[config.mk]
export PLATFORM = sky130hd
export DESIGN_NAME = qte_sqrt_cell
export DESIGN_NICKNAME = d
export VERILOG_FILES = /design/src/rtl/core/qte_pkg.sv /design/src/rtl/core/qte_sqrt_cell.sv
export SDC_FILE = /design/constraint.sdc
export NUM_CORES = 1
export LEC_CHECK = 0
export ABC_AREA = 0
export CAP_MARGIN = 0
export CELL_PAD_IN_SITES_DETAIL_PLACEMENT = 2
export CELL_PAD_IN_SITES_GLOBAL_PLACEMENT = 2
export CORE_AREA = 2 2 224 226
export DETAILED_ROUTE_END_ITERATION = 7
export DIE_AREA = 0 0 226 228
export DONT_BUFFER_PORTS = 1
export PLACE_DENSITY = 0.66
export SYNTH_ARGS = -nofsm -noshare
export SYNTH_HDL_FRONTEND = slang
export SYNTH_SLANG_ARGS = --single-unit
export TNS_END_PERCENT = 100
[constraint.sdc]
create_clock -name clk -period 4.2 [get_ports clk]
set_clock_uncertainty 0.15 [all_clocks]
set_input_delay 0.42 -clock clk [delete_from_list [all_inputs] [get_ports clk]]
set_output_delay 0.42 -clock clk [all_outputs]
set_load 0.02 [all_outputs]
[src/rtl/core/qte_pkg.sv]
package qte_pkg;

    localparam int QUAT_W        = 16;
    localparam int TERM_W        = 32;
    localparam int CORD_W        = 36;
    localparam int ANG_W         = 28;
    localparam int SQRT_CELLS    = 31;
    localparam int ATAN_ENTRIES  = 24;
    localparam int DEF_ANGLE_ITERATIONS = 16;

    localparam logic signed [ANG_W-1:0] HALF_TURN   = 28'sd11796480;
    localparam logic signed [ANG_W-1:0] ROLL_LIMIT  = 28'sd23040;
    localparam logic signed [ANG_W-1:0] PITCH_LIMIT = 28'sd11520;

    typedef struct packed {
        logic signed [TERM_W-1:0] r21;
        logic signed [TERM_W-1:0] r22;
        logic signed [TERM_W-1:0] r00;
        logic signed [TERM_W-1:0] r10;
        logic signed [TERM_W-1:0] r20n;
    } terms_t;

    typedef struct packed {
        logic signed [CORD_W-1:0] x;
        logic signed [CORD_W-1:0] y;
        logic signed [ANG_W-1:0]  z;
        logic                     zero;
    } lane_t;

    // atan(2^-i) in 1/65536 degree
    function automatic logic signed [ANG_W-1:0] atan_step(input int i);
        logic signed [ANG_W-1:0] v;
        begin
            unique case (i)
                0:  v = 28'sd2949120;
                1:  v = 28'sd1740967;
                2:  v = 28'sd919879;
                3:  v = 28'sd466945;
                4:  v = 28'sd234379;
                5:  v = 28'sd117304;
                6:  v = 28'sd58666;
                7:  v = 28'sd29335;
                8:  v = 28'sd14668;
                9:  v = 28'sd7334;
                10: v = 28'sd3667;
                11: v = 28'sd1833;
                12: v = 28'sd917;
                13: v = 28'sd458;
                14: v = 28'sd229;
                15: v = 28'sd115;
                16: v = 28'sd57;
                17: v = 28'sd29;
                18: v = 28'sd14;
                19: v = 28'sd7;
                20: v = 28'sd4;
                21: v = 28'sd2;
                22: v = 28'sd1;
                default: v = 28'sd0;
            endcase
            return v;
        end
    endfunction

endpackage

[src/rtl/core/qte_sqrt_cell.sv]
module qte_sqrt_cell
    import qte_pkg::*;
#(
    parameter int STEP = 0
) (
    input  logic        clk,
    input  logic        en,
    input  logic [63:0] n_in,
    input  logic [63:0] root_in,
    input  terms_t      terms_in,
    output logic [63:0] n_out,
    output logic [63:0] root_out,
    output terms_t      terms_out
);

    localparam logic [63:0] BIT = 64'(1) << (60 - 2 * STEP);

    logic [63:0] n_reg, n_next, root_reg, root_next, trial;
    terms_t      terms_reg;

    always_comb
    begin
        trial = root_in + BIT;
        if (n_in >= trial)
        begin
            n_next    = n_in - trial;
            root_next = (root_in >> 1) + BIT;
        end
        else
        begin
            n_next    = n_in;
            root_next = root_in >> 1;
        end
    end

    always_ff @(posedge clk)
    begin
        if (en)
        begin
            n_reg     <= n_next;
            root_reg  <= root_next;
            terms_reg <= terms_in;
        end
    end

    assign n_out     = n_reg;
    assign root_out  = root_reg;
    assign terms_out = terms_reg;

endmodule

==> run_results.csv <==
group,metric,value,unit
placement,dpl.hpwl,46.6,mm
synthesis,synth_cell_types,64,
clock_tree,cts_buffer_depth,3,
clock_tree,cts-hold-fix-buffers,282,
clock_tree,path_clk_slew,0.07,ns
sta,fmax,283,MHz
worst_setup_path,slowest_delay,0.65,ns
sta,hold_violations,84,
detailed_routing,route.detailed.drc,0,
grt,antenna_found_initial,3,
detailed_routing,ant_nets,0,
synthesis,yosys_warnings,0,
sta,fin_crit_sh,84.2,%
synthesis,yosys-top-cells-area,"edfxtp_1 63%, ha_1 6.0%, o21ai_0 3.6%",
hold_path,hold_end,"root_out[54]",
synthesis,synth.most_common_cell,"edfxtp_1",
final_layout,nNetsFinal,1769,
clock_tree,cts_setup_buffers,0,
grt,grt_pass1_wl,89.7,mm
detailed_routing,drt_wl_total,64.1,mm
synthesis,synth_cells,1119,
final_layout,utilization,37.3,%
clock_tree,cts_buffers,36,
clock_tree,cts_tree,"done",
worst_setup_path,critical_path_class,"in -> reg",
synthesis,yosysTopAreaCellShare,63.1,%
clock_tree,cts.sinks,288,
synthesis,synth_ff_type,"edfxtp_1",
sta,finalMaxSlewViolations,0,
sta,worst_slew_pin_slew,1.02,ns
pwr,power_leakage,6.88,nW
sta,setup-tns-final,0,ns
detailed_routing,drt_iter0_markers,607,
worst_setup_path,end_kind,"register",
synthesis,synth.largest_area_cell,"edfxtp_1",
floorplanning,initial_utilization,27.8,%
status,status,"complete, but fails checks",
sta,timing.hold.ws,-0.148,ns
pwr,ir_drop,0.222,mV
synthesis,ys_seq_elements,288,
floorplanning,fp.coreArea,0.0493,mm²
sta,setup_viol,0,
detailed_routing,drt-wirelength-per-cell,30.4,µm
job,maxCapViolations,0,
worst_setup_path,path_max_fanout,39,
final_layout,drive_gt1_share,6.19,%
placement,io_buffers,0,
worst_setup_path,critPathLaunchType,"input port",
floorplanning,die-area,0.0515,mm²
detailed_routing,num_vias,10800,
worst_setup_path,cp.required,4.34,ns
worst_setup_path,arrival,3.67,ns
clock_tree,post_cts_resized,0,
sta,min_period,3.54,ns
hold_path,hold-path-cell-count,0,
status,violations,"negative hold slack",
final_layout,syn2layout_area_growth,34.2,%
synthesis,synthTopCellsByCount,"288 x edfxtp_1, 127 x nand2_1, 98 x o21ai_0, 95 x a21oi_1, 83 x inv_1",
sta,relSlewSlack,32.2,%
synthesis,async_flop_share,0,%
grt,grt_pass1_vias,11700,
synthesis,synth-edff-count,288,
clock_tree,root_buffer,"clkbuf_16",
floorplanning,rows,82,
synthesis,syn_nets,1476,
floorplanning,die_x,226,µm
placement,gp_congestion,1.15,
synthesis,synth_area,0.0137,mm²
floorplanning,ioPinCount,578,
detailed_routing,firstDrtPassIters,5,
grt,groute.usage.overall,24.3,%
clock_tree,cts_htree_levels,2,
worst_setup_path,critPathSlowestCell,"or4_1",
grt,grt_overflow_total,0,
worst_setup_path,path_cells,"inv_1, ha_1, nand4_1, or4_1, o31ai_1, a2111oi_1, nand3_2, nand2_4, buf_12, o21ai_0",
grt,grt_max_degree,289,
floorplanning,die_y,228,µm
detailed_routing,avgViaCountPerCell,5.13,
pwr,power_density,456,mW/mm²
synthesis,synth.avg_cell_area,12.3,µm²
hold_path,min_path_type,"in -> reg",
synthesis,ys_seq_area_share,63.1,%
hold_path,worstHoldStart,"en",
sta,rsz0062_at_grt,"no",
[per-layer routing]
layer	vias to the layer above	GRT usage, %	wire length, µm	share of wire (%)
met5	-	0	18	0.028
met4	4	4.90	1180	1.8
met3	65	6.85	4490	7.0
met2	383	41.7	31700	49
met1	5644	30.4	26800	42
li1	4739	-	-	-
[critical path, delay by kind of cell]
family          cells  cell delay [ns]
simple gates        4             1.55
compound gates      3             0.89
fa+ha+maj           1             0.47
buf+inv             2             0.30
[flip-flops by register name (all words and copies together) (netlist names)]
register   cells
terms_out    160
n_out         64
root_out      64
[cell families after synthesis]
kind of cell | synth area share, %
AO/OA/AOI/OAI | 13.5
flip-flops | 63.1
AND/OR/NAND/NOR | 9.51
buffers and inverters | 3.86
adder cells (fa/ha/maj) | 6.17
XOR/XNOR | 3.83
multiplexers | 0.0821
[placed cells by master (no fill, tap or decap), types with 4 or more instances in the layout]
cell type / instances
a211oi_1: 7
a21o_1: 19
nand2_1: 127
a21oi_1: 95
a21oi_2: 4
o2111ai_1: 4
buf_4: 12
xor2_1: 27
nand4_1: 32
clkbuf_1: 7
o31ai_1: 9
o21ai_1: 7
nand2b_1: 10
nor3_1: 16
o21ai_0: 98
clkinv_2: 7
edfxtp_1: 288
o211ai_1: 6
nor2_1: 47
xnor2_1: 33
o21a_1: 6
clkinv_1: 5
nor4_1: 5
clkbuf_16: 37
dlygate4sd3_1: 282
nor2b_1: 4
inv_1: 83
nand3_1: 8
ha_1: 66
o21bai_1: 19
[area by class of cell]
cell class	instances	area (µm²)
diodes	1	2.50
clock buffers	44	952
clock inverters	20	153
fillers	5160	30900
inverters	83	312
multi-input cells	707	4540
flip-flops and latches	288	8650
well taps	672	841
repair buffers	296	2950
[how the worst max path moves through the flow]
stage | from | endpoint | slack (ns) | cells past startpoint
after floorplan | n_in[0] | n_out[60] | 1.13 | 12
after global placement | root_in[26] | n_out[38] | 0.28 | 10
after detailed placement | root_in[26] | n_out[38] | 0.19 | 10
after CTS | root_in[2] | n_out[57] | 0.77 | 11
after global routing | root_in[26] | n_out[52] | 0.54 | 10
final | root_in[26] | n_out[38] | 0.66 | 10
[report_power, final]
part           total [mW]  internal [mW]  switching [mW]
logic                1.25          0.530           0.723
clock network        3.02           1.69            1.33
registers            4.12           3.54           0.582
[metrics by stage]
step | instance area (µm²) | cells | setup slack, ns | hold WS, ns | power (mW)
2_1_floorplan | 13700 | 1119 | 1.13 | 0.369 | 4.73
6_report | 18400 | 2111 | 0.663 | -0.148 | 8.40
3_5_place_dp | 14500 | 1764 | 0.188 | 0.369 | 5.17
3_3_place_gp | 14500 | 1764 | 0.282 | 0.369 | 5.14
4_1_cts | 18400 | 2110 | 0.773 | -0.185 | 8.45
5_1_grt | 18400 | 2111 | 0.538 | -0.191 | 8.71
Note: power is estimated with default switching activity, not from simulation.
