`src/rtl/core/qte_pkg.sv`:
```
package qte_pkg;

    localparam int QUAT_W        = 16;
    localparam int TERM_W        = 32;
    localparam int CORD_W        = 36;
    localparam int ANG_W         = 28;
    localparam int SQRT_CELLS    = 31;
    localparam int ATAN_ENTRIES  = 24;
    localparam int DEF_ANGLE_ITERATIONS = 16;

    localparam logic signed [ANG_W-1:0] HALF_TURN   = 28'sd11796480;
    localparam logic signed [ANG_W-1:0] ROLL_LIMIT  = 28'sd23040;
    localparam logic signed [ANG_W-1:0] PITCH_LIMIT = 28'sd11520;

    typedef struct packed {
        logic signed [TERM_W-1:0] r21;
        logic signed [TERM_W-1:0] r22;
        logic signed [TERM_W-1:0] r00;
        logic signed [TERM_W-1:0] r10;
        logic signed [TERM_W-1:0] r20n;
    } terms_t;

    typedef struct packed {
        logic signed [CORD_W-1:0] x;
        logic signed [CORD_W-1:0] y;
        logic signed [ANG_W-1:0]  z;
        logic                     zero;
    } lane_t;

    // atan(2^-i) in 1/65536 degree
    function automatic logic signed [ANG_W-1:0] atan_step(input int i);
        logic signed [ANG_W-1:0] v;
        begin
            unique case (i)
                0:  v = 28'sd2949120;
                1:  v = 28'sd1740967;
                2:  v = 28'sd919879;
                3:  v = 28'sd466945;
                4:  v = 28'sd234379;
                5:  v = 28'sd117304;
                6:  v = 28'sd58666;
                7:  v = 28'sd29335;
                8:  v = 28'sd14668;
                9:  v = 28'sd7334;
                10: v = 28'sd3667;
                11: v = 28'sd1833;
                12: v = 28'sd917;
                13: v = 28'sd458;
                14: v = 28'sd229;
                15: v = 28'sd115;
                16: v = 28'sd57;
                17: v = 28'sd29;
                18: v = 28'sd14;
                19: v = 28'sd7;
                20: v = 28'sd4;
                21: v = 28'sd2;
                22: v = 28'sd1;
                default: v = 28'sd0;
            endcase
            return v;
        end
    endfunction

endpackage

```
`src/rtl/core/qte_cordic_cell.sv`:
```
module qte_cordic_cell
    import qte_pkg::*;
#(
    parameter int STEP = 0
) (
    input  logic        clk,
    input  logic        en,
    input  lane_t [2:0] lane_in,
    output lane_t [2:0] lane_out
);

    localparam logic signed [ANG_W-1:0] ATAN = atan_step(STEP);

    lane_t [2:0] lane_reg, lane_next;

    always_comb
    begin
        for (int k = 0; k < 3; k++)
        begin
            lane_next[k].zero = lane_in[k].zero;
            if (lane_in[k].y > 0)
            begin
                lane_next[k].x = lane_in[k].x + (lane_in[k].y >>> STEP);
                lane_next[k].y = lane_in[k].y - (lane_in[k].x >>> STEP);
                lane_next[k].z = lane_in[k].z + ATAN;
            end
            else
            begin
                lane_next[k].x = lane_in[k].x - (lane_in[k].y >>> STEP);
                lane_next[k].y = lane_in[k].y + (lane_in[k].x >>> STEP);
                lane_next[k].z = lane_in[k].z - ATAN;
            end
        end
    end

    always_ff @(posedge clk)
    begin
        if (en)
        begin
            lane_reg <= lane_next;
        end
    end

    assign lane_out = lane_reg;

endmodule

```
`config.mk`:
```
export PLATFORM = sky130hd
export DESIGN_NAME = qte_cordic_cell
export DESIGN_NICKNAME = d
export VERILOG_FILES = /design/src/rtl/core/qte_pkg.sv /design/src/rtl/core/qte_cordic_cell.sv
export SDC_FILE = /design/constraint.sdc
export NUM_CORES = 1
export LEC_CHECK = 0
export ABC_AREA = 1
export BUFFER_PORTS_ARGS = -buffer_cell sky130_fd_sc_hd__buf_2
export CAP_MARGIN = 10
export CORE_MARGIN = 3
export CORE_UTILIZATION = 42
export DETAILED_ROUTE_END_ITERATION = 10
export GPL_TIMING_DRIVEN = 0
export PLACE_DENSITY = 0.62
export SETUP_SLACK_MARGIN = 0.2
export SKIP_CTS_REPAIR_TIMING = 1
export SYNTH_ARGS = -nofsm -noshare
export SYNTH_HDL_FRONTEND = slang
export SYNTH_SLANG_ARGS = --single-unit
```
`constraint.sdc`:
```
create_clock -name clk -period 7.7 [get_ports clk]
set_clock_uncertainty 0.15 [all_clocks]
set_input_delay 0.77 -clock clk [delete_from_list [all_inputs] [get_ports clk]]
set_output_delay 0.77 -clock clk [all_outputs]
set_load 0.02 [all_outputs]
```
==> results of run 1 <==
[per-stage QoR]
stage	power, uW	hold slack [ns]
floorplan	4000	0.719
finish	7070	0.214
detailed placement	5170	0.798
global route	7440	0.190
CTS	7050	0.176
global placement	5170	0.796
[per-layer routing]
layer,part of all wire,track usage,routed length [um]
met5,0.00097,0,153
met4,0.046,0.158,7330
met3,0.094,0.0821,14900
met2,0.45,0.568,70500
met1,0.41,0.447,64800
[layout by cell type (no fill, tap or decap), drive strengths merged]
| cell | instances |
|---|---|
| fa | 12 |
| ha | 345 |
| or2 | 8 |
| clkinv | 14 |
| nand3 | 502 |
| clkbuf | 53 |
| a21o | 2 |
| xnor2 | 16 |
| o21a | 1 |
| nand2 | 1732 |
| a21boi | 1 |
| a31oi | 6 |
| nor2 | 470 |
| nor4 | 12 |
| diode | 27 |
| xor2 | 134 |
| o21bai | 63 |
| edfxtp | 300 |
| and2 | 15 |
| o21ai | 293 |
| bufinv | 6 |
| nand4 | 46 |
| clkinvlp | 1 |
| nand3b | 9 |
| and3 | 3 |
| buf | 739 |
| a21oi | 359 |
| inv | 904 |
| nor3 | 29 |
| o211ai | 2 |
| a221oi | 3 |
[worst max-delay path: cells and delay by family]
| family | cells | cell delay, ns |
|---|---|---|
| adder cells (fa/ha/maj) | 1 | 0.40 |
| XOR/XNOR | 1 | 0.08 |
| AND/OR/NAND/NOR | 6 | 1.68 |
| AO/OA/AOI/OAI | 3 | 0.58 |
| buffers and inverters | 4 | 1.09 |
[final cells by class]
class                      instances  area (sq um)  share of cell area
antenna                           27          67.6             0.00167
buffer                           142           915              0.0226
multi-input combinational       4063         21400               0.529
clock buffer                      41           941              0.0233
inverter                         900          3380              0.0835
timing repair buffer             609          3100              0.0767
clock inverter                    25           325             0.00804
sequential                       300          9010               0.223
tap                             1060          1330              0.0328
[path summary, 6_finish.rpt]
kind,startpoint,end,slack (ns),depth (start not counted)
worst min-delay path,lane_in[11],lane_out[11]$_DFFE_PP_,0.21,1
worst max-delay path,lane_in[50],lane_out[26]$_DFFE_PP_,3.26,15
[cell families after synthesis]
kind of cell / Yosys count / share of synthesized area
AOI/OAI and AO/OA: 730 / 0.112
xor gates and xnor gates: 150 / 0.0379
adders and majority gates: 357 / 0.131
buffers and inverters: 1042 / 0.124
DFF: 300 / 0.260
and+or+nand+nor: 2826 / 0.336
[power groups by stage]
stage | logic, uW | registers [uW] | clock network (uW)
finish | 3030 | 2180 | 1860
global route | 3270 | 2200 | 1960
CTS | 2970 | 2180 | 1900
detailed placement | 2950 | 2210 | 0
global placement | 2940 | 2230 | 0
floorplan | 1530 | 2470 | 0
==> impl_metrics.env, run 1 <==
export IMPL_grt_pass1_wl_mm=225
export IMPL_synthMostInstantiatedCell="nand2_1"
export IMPL_crit_path_start_kind="primary input"
export IMPL_cap_violations=0
export IMPL_cp_required_ns=7.87
export IMPL_finalSetupViolations=0
export IMPL_drc_errors=0
export IMPL_dr_pass1_iters=9
export IMPL_fillers=8636
export IMPL_overflow=0
export IMPL_synth_edff_count=300
export IMPL_synth_top_area_cell="edfxtp_1"
export IMPL_finalInstanceArea_sq_um=40500
export IMPL_power_switching_uw=3010
export IMPL_grt_max_degree=122
export IMPL_end_kind="register"
export IMPL_pwr_share_seq=0.309
export IMPL_p_sw_frac=0.426
export IMPL_ys_flop_type="edfxtp_1"
export IMPL_ys_seq_area_frac=0.260
export IMPL_io_pins=608
export IMPL_initial_core_util=0.427
export IMPL_tns_ns=0
export IMPL_p_per_area_nw_per_um2=175
export IMPL_synthArstFlopShare=0
export IMPL_cp_data_arrival_time_ns=4.61
export IMPL_slew_viol_final=0
export IMPL_crit_slowest_cell="nor3_1"
export IMPL_syn_num_nets=6067
export IMPL_drt_initial_drc_count=3669
export IMPL_tightest_slew_ns=1.19
export IMPL_grt_total_usage=0.351
export IMPL_rows=104
export IMPL_wl_mm=158
export IMPL_rsz0062_at_grt="no"
export IMPL_die_h_um=293
export IMPL_place_area_sq_um=39100
export IMPL_port_buffers=607
export IMPL_avgSynthCellArea_sq_um=6.42
export IMPL_post_drt_wl_per_cell_um=22.0
export IMPL_yosysUniqueCellTypes=41
export IMPL_first_global_vias=35500
export IMPL_cts_root_buf="clkbuf_16"
export IMPL_outcome="finished, final reports clean"
export IMPL_dp_cells=7074
export IMPL_chipWidth_um=293
export IMPL_utilization=0.498
export IMPL_htreeDepth=2
export IMPL_largest_reg_flops=300
export IMPL_cts_tree="yes"
export IMPL_synth_common_cells="1714 x nand2_1, 894 x inv_1, 498 x nand3_1, 450 x nor2_1, 358 x a21oi_1"
export IMPL_cpMostUsedCell="buf_2"
export IMPL_vdd_drop_max_mv=0.132
export IMPL_antenna_found_initial=37
export IMPL_clkSlewWorstSetupHoldPaths_ns=0.07
export IMPL_vias=38300
export IMPL_clk_path_buf_depth=3
export IMPL_synth_cells=5405
export IMPL_synth_top_area_frac=0.260
export IMPL_p_int_uw=4060
export IMPL_area_delta_synth_final_pct=16.6
export IMPL_cts_sinks=300
export IMPL_core_area_sq_um=81200
export IMPL_cp_slowest_stage_delay_ns=0.78
export IMPL_dp_slack_ns=2.85
export IMPL_hp_class="primary input to register"
export IMPL_fin_nets=6715
export IMPL_pwr_share_clk=0.263
export IMPL_netlist_area_sq_um=34700
export IMPL_leakagePower_uw=0.0217
export IMPL_critPathKind="primary input to register"
export IMPL_cts_buffers=37
export IMPL_drive_gt1_frac=0.142
export IMPL_die_area_sq_um=86100
export IMPL_p_comb_frac=0.429
export IMPL_path_cells="buf_2 -> inv_1 -> nand4_1 -> nor3_1 -> nand4_1 -> nand2_1 -> buf_2 -> buf_2 -> ha_1 -> a21oi_1 -> o21ai_0 -> a21oi_1 -> nor2_1 -> nor2_1 -> xnor2_1"
export IMPL_hold_viol=0
export IMPL_hpwlAfterDp_mm=134
export IMPL_ys_ff_latch=300
export IMPL_max_freq_ghz=0.225
export IMPL_crit_fanout=17
export IMPL_period_needed_ns=4.44
export IMPL_ant_nets=0
export IMPL_synth_area_leaders="edfxtp_1 26%, nand2_1 19%, ha_1 12%"
export IMPL_setup_ws_ns=3.26
export IMPL_stdcell_count=7167
export IMPL_via_per_inst=5.34
export IMPL_fin_crit_sh=0.576
export IMPL_maxSlewHeadroom=0.198
export IMPL_yosys_warnings=0
export IMPL_gp_congestion=1.04
Power figures use the tool's default switching activity.
==> run 2, diff against run 1 <==
Clock period 7.7 ns to 4.3 ns, I/O delays scaled along.
==> run 2 against run 1 <==
First-iteration DRC count down 3.2%. Routed wire length up 0.44%. Total power up 80%. Die area unchanged. Non-clock buffer count up 52. Sequential share of layout area down 0.28 points. Critical endpoint unchanged. Largest cell class unchanged. Highest routed layer unchanged.
==> impl_metrics.env, run 2 (same netlist as run 1, synthesis figures left out) <==
export IMPL_hp_start="lane_in[219]"
export IMPL_maxSlewHeadroom=0.203
export IMPL_max_freq_ghz=0.259
export IMPL_finalSetupViolations=0
export IMPL_dr_pass1_iters=7
export IMPL_ant_nets=0
export IMPL_dp_slack_ns=-0.212
export IMPL_via_per_inst=5.32
export IMPL_final_common_cell="nand2_1"
export IMPL_critPathKind="primary input to register"
export IMPL_fillers=8576
export IMPL_cap_violations=0
export IMPL_vias=38400
export IMPL_rsz0062_at_grt="no"
export IMPL_end_kind="register"
export IMPL_p_comb_frac=0.431
export IMPL_overflow=0
export IMPL_die_area_sq_um=86100
export IMPL_utilization=0.505
export IMPL_hp_class="primary input to register"
export IMPL_post_drt_wl_per_cell_um=21.9
export IMPL_setup_ws_ns=0.439
export IMPL_antenna_found_initial=37
export IMPL_cts_buffers=37
export IMPL_pwr_share_clk=0.262
export IMPL_cts_tree="yes"
export IMPL_p_per_area_nw_per_um2=310
export IMPL_first_global_vias=35500
export IMPL_cp_required_ns=4.47
export IMPL_cts_sinks=300
export IMPL_vdd_drop_max_mv=0.235
export IMPL_pwr_share_seq=0.308
export IMPL_crit_path_start_kind="primary input"
export IMPL_drt_initial_drc_count=3551
export IMPL_layout_common_cells="1714 x nand2_1, 894 x inv_1, 659 x buf_2, 498 x nand3_1, 450 x nor2_1"
export IMPL_clk_path_buf_depth=3
export IMPL_hold_viol=0
export IMPL_grt_max_degree=122
export IMPL_port_buffers=607
export IMPL_hpwlAfterDp_mm=134
export IMPL_rows=104
export IMPL_area_delta_synth_final_pct=18.1
export IMPL_fin_nets=6767
export IMPL_wl_mm=158
export IMPL_gp_congestion=1.04
export IMPL_cts_root_buf="clkbuf_16"
export IMPL_cp_data_arrival_time_ns=4.03
export IMPL_p_sw_frac=0.425
export IMPL_fin_crit_sh=0.898
export IMPL_tightest_slew_ns=1.18
export IMPL_largest_reg_flops=300
export IMPL_finalPower_uw=12700
export IMPL_grt_pass1_wl_mm=225
export IMPL_chipWidth_um=293
export IMPL_initial_core_util=0.427
export IMPL_clkSlewWorstSetupHoldPaths_ns=0.07
export IMPL_crit_fanout=17
export IMPL_worstSetupEndpoint="lane_out[26]$_DFFE_PP_"
export IMPL_io_pins=608
export IMPL_period_needed_ns=3.86
export IMPL_outcome="finished, final reports clean"
export IMPL_leakagePower_uw=0.0219
export IMPL_power_switching_uw=5400
export IMPL_core_area_sq_um=81200
export IMPL_p_int_uw=7310
export IMPL_slew_viol_final=0
export IMPL_crit_start="lane_in[49]"
export IMPL_grt_total_usage=0.351
export IMPL_drc_errors=0
export IMPL_htreeDepth=2
export IMPL_drive_gt1_frac=0.141
export IMPL_die_h_um=293
-- run 2: changes by cell type in the layout (fill, tap and decap cells not counted) --
cell,before,now
dlygate4sd3_1,0,52
diode_2,27,21
nor3_1,29,28
nor3_2,0,1
-- run 2: routing by layer --
| metal | up-vias | wire, um | part of all wire | track usage |
|---|---|---|---|---|
| met5 | - | 152 | 0.00096 | 0 |
| met4 | 24 | 7470 | 0.047 | 0.158 |
| met3 | 323 | 14800 | 0.093 | 0.0821 |
| met2 | 1756 | 70700 | 0.45 | 0.568 |
| met1 | 17700 | 65200 | 0.41 | 0.447 |
| li1 | 18600 | - | - | - |
-- run 2: how the worst min path moves through the flow --
stage	endpoint	cells after the start
2_1_floorplan	lane_out[0]$_DFFE_PP_	0
3_3_place_gp	lane_out[11]$_DFFE_PP_	1
3_5_place_dp	lane_out[12]$_DFFE_PP_	1
4_1_cts	lane_out[11]$_DFFE_PP_	1
5_1_grt	lane_out[118]$_DFFE_PP_	2
6_report	lane_out[219]$_DFFE_PP_	2
-- run 2: worst max-delay path, stage by stage --
cell and delay [ns]:
buf_2 0.14, inv_1 0.10, nand4_1 0.20, nor3_2 0.54
nand4_1 0.30, nand2_1 0.20, buf_2 0.31, buf_2 0.54
ha_1 0.40, a21oi_1 0.19, o21ai_0 0.13, a21oi_1 0.25
nor2_1 0.08, nor2_1 0.11, xnor2_1 0.08
-- run 2: stage by stage --
step / TNS (ns) / hold WS (ns) / instances / area (sq um)
floorplan: 0 / 0.379 / 5405 / 34700
global placement: -505.14 / 0.456 / 7072 / 39100
detailed placement: -0.612 / 0.458 / 7074 / 39100
CTS: 0 / -0.164 / 7140 / 40400
global route: 0 / 0.0467 / 7203 / 40900
finish: 0 / 0.0615 / 7213 / 41000
-- run 2: layout make-up --
cell class | count | area (sq um) | share of cell area
Sequential cell | 300 | 9010 | 0.220
Tap cell | 1060 | 1330 | 0.0324
Inverter | 900 | 3380 | 0.0825
Clock buffer | 41 | 941 | 0.0230
Timing Repair Buffer | 661 | 3620 | 0.0884
Clock inverter | 25 | 325 | 0.00794
Antenna cell | 21 | 52.6 | 0.00128
Multi-Input combinational cell | 4063 | 21400 | 0.522
Buffer | 142 | 915 | 0.0223
-- run 2: power by group through the flow --
| stage | Clock, uW | Combinational, uW | Sequential, uW |
|---|---|---|---|
| after detailed placement | 0 | 5290 | 3960 |
| after floorplan | 0 | 2740 | 4420 |
| after global placement | 0 | 5270 | 3990 |
| after CTS | 3400 | 5320 | 3910 |
| after global routing | 3510 | 5910 | 3940 |
| final | 3320 | 5470 | 3910 |
